`src/hdl/ssc_pkg.sv`:
```
// Shared constants and types for the sphere-sphere collision block.
// No dependencies; the interfaces and the front, queue, back and top modules import this package.
`timescale 1ns / 1ps

package ssc_pkg;

    localparam int COORD_W   = 32;
    localparam int RAD_W     = 31;
    localparam int SQ_STEPS  = 32;   // one root bit per stage
    localparam int DIV_STEPS = 32;   // one quotient bit per stage
    localparam int Q_DEPTH   = 4;
    localparam int Q_AW      = 2;
    localparam int Q_CW      = 3;
    // stage map of the back end: sqrt 0..32, depth, product, divide 0..32
    localparam int PD_IDX    = SQ_STEPS + 1;
    localparam int PM_IDX    = SQ_STEPS + 2;
    localparam int DV_IDX    = SQ_STEPS + 3;
    localparam int BACK_LAT  = DV_IDX + DIV_STEPS + 1;

    localparam logic [31:0] POS_MAX = 32'h7FFF_FFFF;
    localparam logic [31:0] NEG_MAX = 32'h8000_0000;

    // classified item passed from front end to back end
    typedef struct packed {
        logic             hit;
        logic [2:0]       neg;
        logic [2:0][31:0] mag;
        logic [31:0]      rsum;
        logic [63:0]      ssq;
    } ssc_item_t;

endpackage

```
`src/hdl/ssc_queue.sv`:
```
// Short queue that decouples the front end from the back end.
// Depends on ssc_pkg for the item type and depth.
`timescale 1ns / 1ps

module ssc_queue import ssc_pkg::*; (
    input  logic      clk,
    input  logic      rst_n,
    input  ssc_item_t in_item,
    input  logic      in_valid,
    output logic      in_ready,
    output ssc_item_t out_item,
    output logic      out_valid,
    input  logic      out_ready
);

    ssc_item_t        mem_reg [Q_DEPTH];
    logic [Q_AW-1:0]  wptr_reg, rptr_reg;
    logic [Q_CW-1:0]  cnt_reg, cnt_next;
    logic             push, pop;

    assign in_ready  = cnt_reg != Q_CW'(Q_DEPTH);
    assign out_valid = cnt_reg != '0;
    assign out_item  = mem_reg[rptr_reg];
    assign push      = in_valid && in_ready;
    assign pop       = out_valid && out_ready;

    always_comb
    begin
        cnt_next = cnt_reg;
        if (push && !pop)
        begin
            cnt_next = cnt_reg + 1'b1;
        end
        else if (pop && !push)
        begin
            cnt_next = cnt_reg - 1'b1;
        end
    end

    always_ff @(posedge clk or negedge rst_n)
    begin
        if (!rst_n)
        begin
            wptr_reg <= '0;
            rptr_reg <= '0;
            cnt_reg  <= '0;
        end
        else
        begin
            if (push)
            begin
                wptr_reg <= wptr_reg + 1'b1;
            end
            if (pop)
            begin
                rptr_reg <= rptr_reg + 1'b1;
            end
            cnt_reg <= cnt_next;
        end
    end

    always_ff @(posedge clk)
    begin
        if (push)
        begin
            mem_reg[wptr_reg] <= in_item;
        end
    end

endmodule

```
`config.mk`:
```
export PLATFORM = sky130hd
export DESIGN_NAME = ssc_queue
export DESIGN_NICKNAME = d
export VERILOG_FILES = /design/src/hdl/ssc_pkg.sv /design/src/hdl/ssc_queue.sv
export SDC_FILE = /design/constraint.sdc
export NUM_CORES = 1
export LEC_CHECK = 0
export BUFFER_PORTS_ARGS = -buffer_cell sky130_fd_sc_hd__buf_2
export CORE_UTILIZATION = 39
export CTS_CLUSTER_SIZE = 16
export DETAILED_ROUTE_END_ITERATION = 16
export PLACE_DENSITY_LB_ADDON = 0.15
export SETUP_SLACK_MARGIN = 0.02
export SLEW_MARGIN = 0
export SYNTH_ARGS = -nofsm -noshare
export SYNTH_HDL_FRONTEND = slang
export SYNTH_SLANG_ARGS = --single-unit
```
`constraint.sdc`:
```
create_clock -name clk -period 6.52 [get_ports clk]
set_input_delay 0.978 -clock clk [delete_from_list [all_inputs] [get_ports clk]]
set_output_delay 0.978 -clock clk [all_outputs]
set_load 0.005 [all_outputs]
```
After elaboration in Yosys (flattened, before gate mapping)
Memories as Yosys holds them, arrays and structs flattened.
Index checks and enable logic that the tools add are counted.

cells by class
  add/subtract/negate cells = 4
  equal/unequal tests = 1
  multiplexer cells = 4
  reductions and logical operators = 8

operators with widths
  kind                                                                 count
  3-bit two-way mux                                                    2
  2-bit by 1-bit adder with 2-bit output (second input constant)       2
  1-bit logical AND                                                    4
  3-bit by 1-bit adder with 3-bit output (second input constant)       1
  3-bit != test (second input constant)                                1
  3-bit nonzero test                                                   1
  3-bit by 1-bit subtractor with 3-bit output (second input constant)  1
  1-bit logical NOT                                                    2
  1-bit two-way mux                                                    2
  2-bit nonzero test                                                   1

word-level totals
  flip-flop bits (word level) = 7
  RAM bits = 784
  input port bits = 200
  output and inout bits = 198
  word-level logic and storage cells = 21
  memories = 1

memories
  memory   depth  bits a word  read ports  clocked after Yosys merged registers in  wr ports  line             RTL
  mem_reg  4      196          1           0                                        1         ssc_queue.sv:16  ssc_item_t mem_reg [Q_DEPTH];

Logic depth before layout (Yosys ltp)
Gate-level depths: netlist of run 1.

  word-level depth = 6
  depth in mapped cells = 8
  depth with buffers taken out = 8

Least setup slack after synthesis of run 1
OpenSTA, ideal clock, no wires.

  path type = input to register
  from = input port in_valid
  to = memory mem_reg[2][0] in the netlist's numbering, enable pin
  setup time = 0.580 ns
  arrival = 5.751 ns
  data required time = 5.940 ns
  slack = 0.189 ns
  stages = 2
  path buffers = 0
  path through = a21boi_2 > and2_1

on the way
  longest elaborated chain between the ends = 3

ends and longest elaborated chain
  element                                  line             RTL
  start, declared                          ssc_queue.sv:9   input logic in_valid,
  1-bit logical AND                        ssc_queue.sv:24  assign push = in_valid && in_ready;
  1-bit two-way mux                        ssc_queue.sv:64  if (push)
  1-bit two-way mux (not written as such)  ssc_queue.sv:66  mem_reg[wptr_reg] <= in_item;
  end, declared                            ssc_queue.sv:16

No other way between the ends.

==> results.toml, run 1 <==
[floorplanning]
num_rows = 99
core_region_area_sq_um = 72800
die_h_um = 273
io_pins = 398
start_util_pct = 39.4
dieArea_sq_um = 74600
die_w_um = 273

[run]
cap_violations = 0

[sta]
final.period_utilization_pct = 62.5
relSlewSlack_pct = 37.8
fin_skew_ns = 0.0194
setup_tns_ns = 0
slew_violations = 0
rsz0062_at_grt = "false"
setup_ws_ns = 2.45
max_slew.worst_pin.slew_ns = 0.932
fin_crit_ns = 4.07
setup_viol = 0
max_freq_mhz = 246
hold_viol_final = 0

[synth]
yosys.area.top_type = "edfxtp_1"
ys_seq_area_share_pct = 82.7
yosysWarnings = 0
ys_ff_latch = 791
syn-num-nets = 1265
synthDistinctLibCells = 18
syn_area_per_cell_sq_um = 27.1
netlist_instances = 1059
netlist.area_leader.share_pct = 82.1
synth.area.top_cells = "edfxtp_1 82%, mux4_2 15%, dfrtp_1 0.61%"
syn_area_sq_um = 28700

[cells_and_area]
final_util_pct = 47.5
nFillCells = 6060
layout_common_cells = "784 x edfxtp_1, 397 x buf_2, 196 x mux4_2"
multi_input_area_sq_um = 4640
drive_gt1_share_pct = 46.6
seq_area_sq_um = 23700
final_common_cell = "edfxtp_1"
final_nets = 1721
largest_register_ffs = 784
fin_cells = 2543
area_growth_pct = 20.6

[cts]
numCtsBuffers = 84
insertion_delay_ns = 0.62
postCtsHoldBufs = 0
cts_setup_buffers = 0
cts_tree = "yes"
path_clk_slew_ns = 0.06
cts_resized = 0
clock-sinks = 791
root_buffer = "clkbuf_16"
htree_levels = 3
clockBufferDepth = 3

[placed_design]
gp_congestion = 0.719
dp_cells = 2388
io_buffers = 397
place_ws_ns = 3.02
hpwl_mm = 33.9

[global_route]
grt_use_met2_pct = 25.5
use_met1_pct = 20.1
grt_overflow = 0
grt_pass1_vias = 13600
track_usage_pct = 15.6
grt.met3_usage_pct = 4.21
grt_start_max_net_pins = 97
antenna_found_initial = 13
top_usage_layer = "met2"
grt_pass1_wl_mm = 86.1

[power]
vdd_ir_drop_max_v = 0.000285
p_per_area_nw_per_um2 = 461
finalPower_mw = 16.0
p_leak_nw = 11.7

[setup_path]
end_kind = "output pin"
startpoint = "rptr_reg[0]$_DFFE_PN0P_"
crit_chain = "buf_12 -> mux4_2 -> buf_2"
path_buf_inv = 2
cp_max_fo = 86
crit_slowest_cell = "dfrtp_4"
cp_data_required_time_ns = 5.54
cp_top_family = "flip-flops"
cp_data_arrival_time_ns = 3.09
start_kind = "register"
timing.rr.start = "cnt_reg[0]$_DFFE_PN0P_"
critPathMaxStageDelay_ns = 0.94
path_class = "reg -> out"

[detailed_routing]
remaining_drc_errors = 0
vias = 12700
drtAntennaViolNets = 0
wl_per_cell_um = 23.0
drt_iter0_markers = 780
wirelength_mm = 58.4
drt_first_pass_iters = 5
vias_per_cell = 4.99

[outcome]
run_status = "finished clean"

[worst_hold_path]
holdCritPathClass = "in -> async"
==> routing by layer <==
layer,vias up,part of all wire (%)
li1,5540,-
met1,6706,41
met2,321,50
met3,113,6.1
met5,-,0.19
met4,18,2.8
==> layout make-up <==
cell class              count  area share (%)
diodes                      4          0.0289
repair buffers            414            6.37
multi-input cells         221            13.4
clock buffers              99            6.30
well taps                 959            3.47
clock inverters            52            1.77
inverters                   3          0.0326
flip-flops and latches    791            68.6
==> cells in the mapped netlist <==
master    number
a21boi_2       1
or3_1          1
inv_1          3
clkbuf_1       6
nor2_1         2
xor2_1         2
dfrtp_1        7
mux2_2         2
and2_1         4
xnor2_1        4
ha_1           5
nand2_1        2
buf_6         15
buf_2         23
mux4_2       196
edfxtp_1     784
fa_1           1
nand3_1        1
==> per-stage QoR <==
step           area, sq um  hold WS, ns
4_1_cts              34600        0.137
3_5_place_dp         31800        0.517
3_3_place_gp         31800        0.509
5_1_grt              34600        0.162
6_report             34600        0.184
2_1_floorplan        28700        0.493
==> kinds of logic after synthesis <==
family                     count (synthesis)  share of synthesized area (%)
muxes                                    198                           15.5
and+or+nand+nor                           10                          0.179
adders and majority gates                  6                          0.288
DFF                                      791                           82.7
AOI/OAI and AO/OA                          1                         0.0393
xor gates and xnor gates                   6                          0.183
buffers and inverters                     47                           1.11
==> power breakdown <==
part           internal [mW]  switching, mW  total [mW]
clock network           2.88           1.93        4.81
logic                   1.96           2.15        4.11
registers               6.72          0.322        7.04
total                   11.6           4.40        16.0
==> final timing paths <==
kind | end | slack [ns] | depth (start not counted)
min in group clk | cnt_reg[2]$_DFFE_PN0P_ | 0.53 | 1
setup / recovery | out_item[89] | 2.45 | 3
hold reg to reg | cnt_reg[2]$_DFFE_PN0P_ | 0.53 | 1
setup reg to reg | mem_reg[3][143]$_DFFE_PP_ | 3.73 | 4
hold / removal | cnt_reg[1]$_DFFE_PN0P_ | 0.18 | 1
max in group asynchronous | rptr_reg[1]$_DFFE_PN0P_ | 6.15 | 1
(Power assumes the default switching activity.)
==> run 2: changes to the inputs <==
clock period = 4.2 ns   (was 6.52 ns; I/O delays follow)
==> run 2 against run 1 <==
Effect of this change:
- combinational power increased by 65%
- first-iteration DRC count shrank 3.3%
- sequential share of layout area decreased by 0.33 points
- utilization up 0.23 points
- sequential cell count unchanged
- non-clock buffer count increased by 23
- global-route usage is 0.52 points higher
- critical path depth is 1 higher
- worst hold slack improved by 0.041 ns
- wire length is 2.8% higher
==> results.toml, run 2 (synthesis gave the netlist of run 1 again) <==
[sta]
fin_crit_ns = 3.17
hold_ws_ns = 0.225
max_freq_mhz = 315
max_slew.worst_pin.slew_ns = 0.763
setup_viol = 0
fin_skew_ns = 0.0120
setup_ws_ns = 1.03
slew_violations = 0
relSlewSlack_pct = 49.2
setup_tns_ns = 0
rsz0062_at_grt = "false"
final.period_utilization_pct = 75.5
hold_viol_final = 0

[placed_design]
place_ws_ns = 1.61
gp_congestion = 0.714
hpwl_mm = 36.7
io_buffers = 397

[setup_path]
crit_chain = "buf_12 -> buf_4 -> mux4_2 -> buf_2"
cp_data_arrival_time_ns = 2.54
reg2reg_to = "mem_reg[1][121]$_DFFE_PP_"
path_buf_inv = 3
cp_max_fo = 33
end_kind = "output pin"
cp_data_required_time_ns = 3.57
crit_slowest_cell = "mux4_2"
path_class = "reg -> out"
critPathMaxStageDelay_ns = 0.55
r2r_cells = 4
cp_top_family = "buffers and inverters"
start_kind = "register"
timing.rr.start = "cnt_reg[0]$_DFFE_PN0P_"
r2r_slack_ns = 1.92

[cts]
cts_tree = "yes"
root_buffer = "clkbuf_16"
cts_resized = 0
path_clk_slew_ns = 0.06
clockBufferDepth = 3
insertion_delay_ns = 0.62
clock-sinks = 791
numCtsBuffers = 84
htree_levels = 3

[global_route]
antenna_found_initial = 19
grt_overflow = 0
track_usage_pct = 16.2
grt_pass1_wl_mm = 89.1
grt_start_max_net_pins = 58
grt_pass1_vias = 13900

[cells_and_area]
largest_register_ffs = 784
layout_common_cells = "784 x edfxtp_1, 397 x buf_2, 196 x mux4_2"
final_nets = 1744
final_common_cell = "edfxtp_1"
area_growth_pct = 21.2
drive_gt1_share_pct = 47.2
final_util_pct = 47.7

[detailed_routing]
drt_iter0_markers = 754
vias = 12900
wl_per_cell_um = 23.4
drtAntennaViolNets = 0
vias_per_cell = 5.03
wirelength_mm = 60.1
remaining_drc_errors = 0
drt_first_pass_iters = 5

[run]
cap_violations = 0

[floorplanning]
io_pins = 398
die_h_um = 273
die_w_um = 273
core_region_area_sq_um = 72800
start_util_pct = 39.4
dieArea_sq_um = 74600
num_rows = 99

[worst_hold_path]
holdCritPathClass = "in -> reg"
min_to = "mem_reg[0][172]$_DFFE_PP_"
min_from = "in_item[172]"
hold_depth = 1

[power]
vdd_ir_drop_max_v = 0.000384
p_leak_nw = 11.8
p_per_area_nw_per_um2 = 709
finalPower_mw = 24.6

[outcome]
run_status = "finished clean"
## run 2: changes by cell type in the layout (fill, tap and decap cells not counted)
cell           delta
buf_12           +12
buf_4            +10
bufinv_16         -8
clkinv_2          +7
inv_16            -4
clkbuf_16         +3
clkinv_8          +3
clkbuf_1          +2
inv_6             -2
clkbuf_8          +1
diode_2           -1
dlygate4sd3_1     +1
## run 2: metrics by stage
stage | cell area, sq um | std cells
final | 34700 | 2567
after floorplan | 28700 | 1059
after detailed placement | 32100 | 2410
after CTS | 34700 | 2564
after global placement | 32100 | 2410
after global routing | 34700 | 2566
## run 2: layout make-up
class	instances	area [sq um]
sequential	791	23700
clock inverter	48	358
antenna	3	7.51
fill	6084	38100
tap	959	1200
multi-input combinational	221	4640
inverter	3	11.3
timing repair buffer	437	2530
clock buffer	105	2280
## run 2: repair_timing
item | 4_1_cts | 5_1_grt
hold buffers | 1 | 0
endpoints found under the hold margin | 7 | 0
setup buffers | 0 | 0
## run 2: how the worst max path moves through the flow
| stage | from | to | slack [ns] | depth (start not counted) |
|---|---|---|---|---|
| after floorplan | in_valid | mem_reg[0][0]$_DFFE_PP_ | 0.41 | 2 |
| after global placement | rptr_reg[1]$_DFFE_PN0P_ | out_item[144] | 1.63 | 3 |
| after detailed placement | rptr_reg[0]$_DFFE_PN0P_ | out_item[102] | 1.61 | 4 |
| after CTS | rptr_reg[0]$_DFFE_PN0P_ | out_item[102] | 0.93 | 4 |
| after global routing | rptr_reg[0]$_DFFE_PN0P_ | out_item[102] | 0.87 | 4 |
| final | rptr_reg[0]$_DFFE_PN0P_ | out_item[102] | 1.03 | 4 |
## run 2: routing by layer
layer / vias to the layer above / routed length, um / GRT usage, %
met2: 352 / 29400 / 25.7
met3: 128 / 4510 / 5.19
met1: 6805 / 24600 / 21.0
met5: - / 183 / 0
met4: 32 / 1320 / 5.23
li1: 5589 / - / -
## run 2: power by group
part / switching (mW) / leakage, nW / total [mW] / internal [mW]
clock network: 2.93 / 1.29 / 7.01 / 4.08
logic: 3.53 / 3.20 / 6.80 / 3.26
registers: 0.417 / 7.26 / 10.8 / 10.4
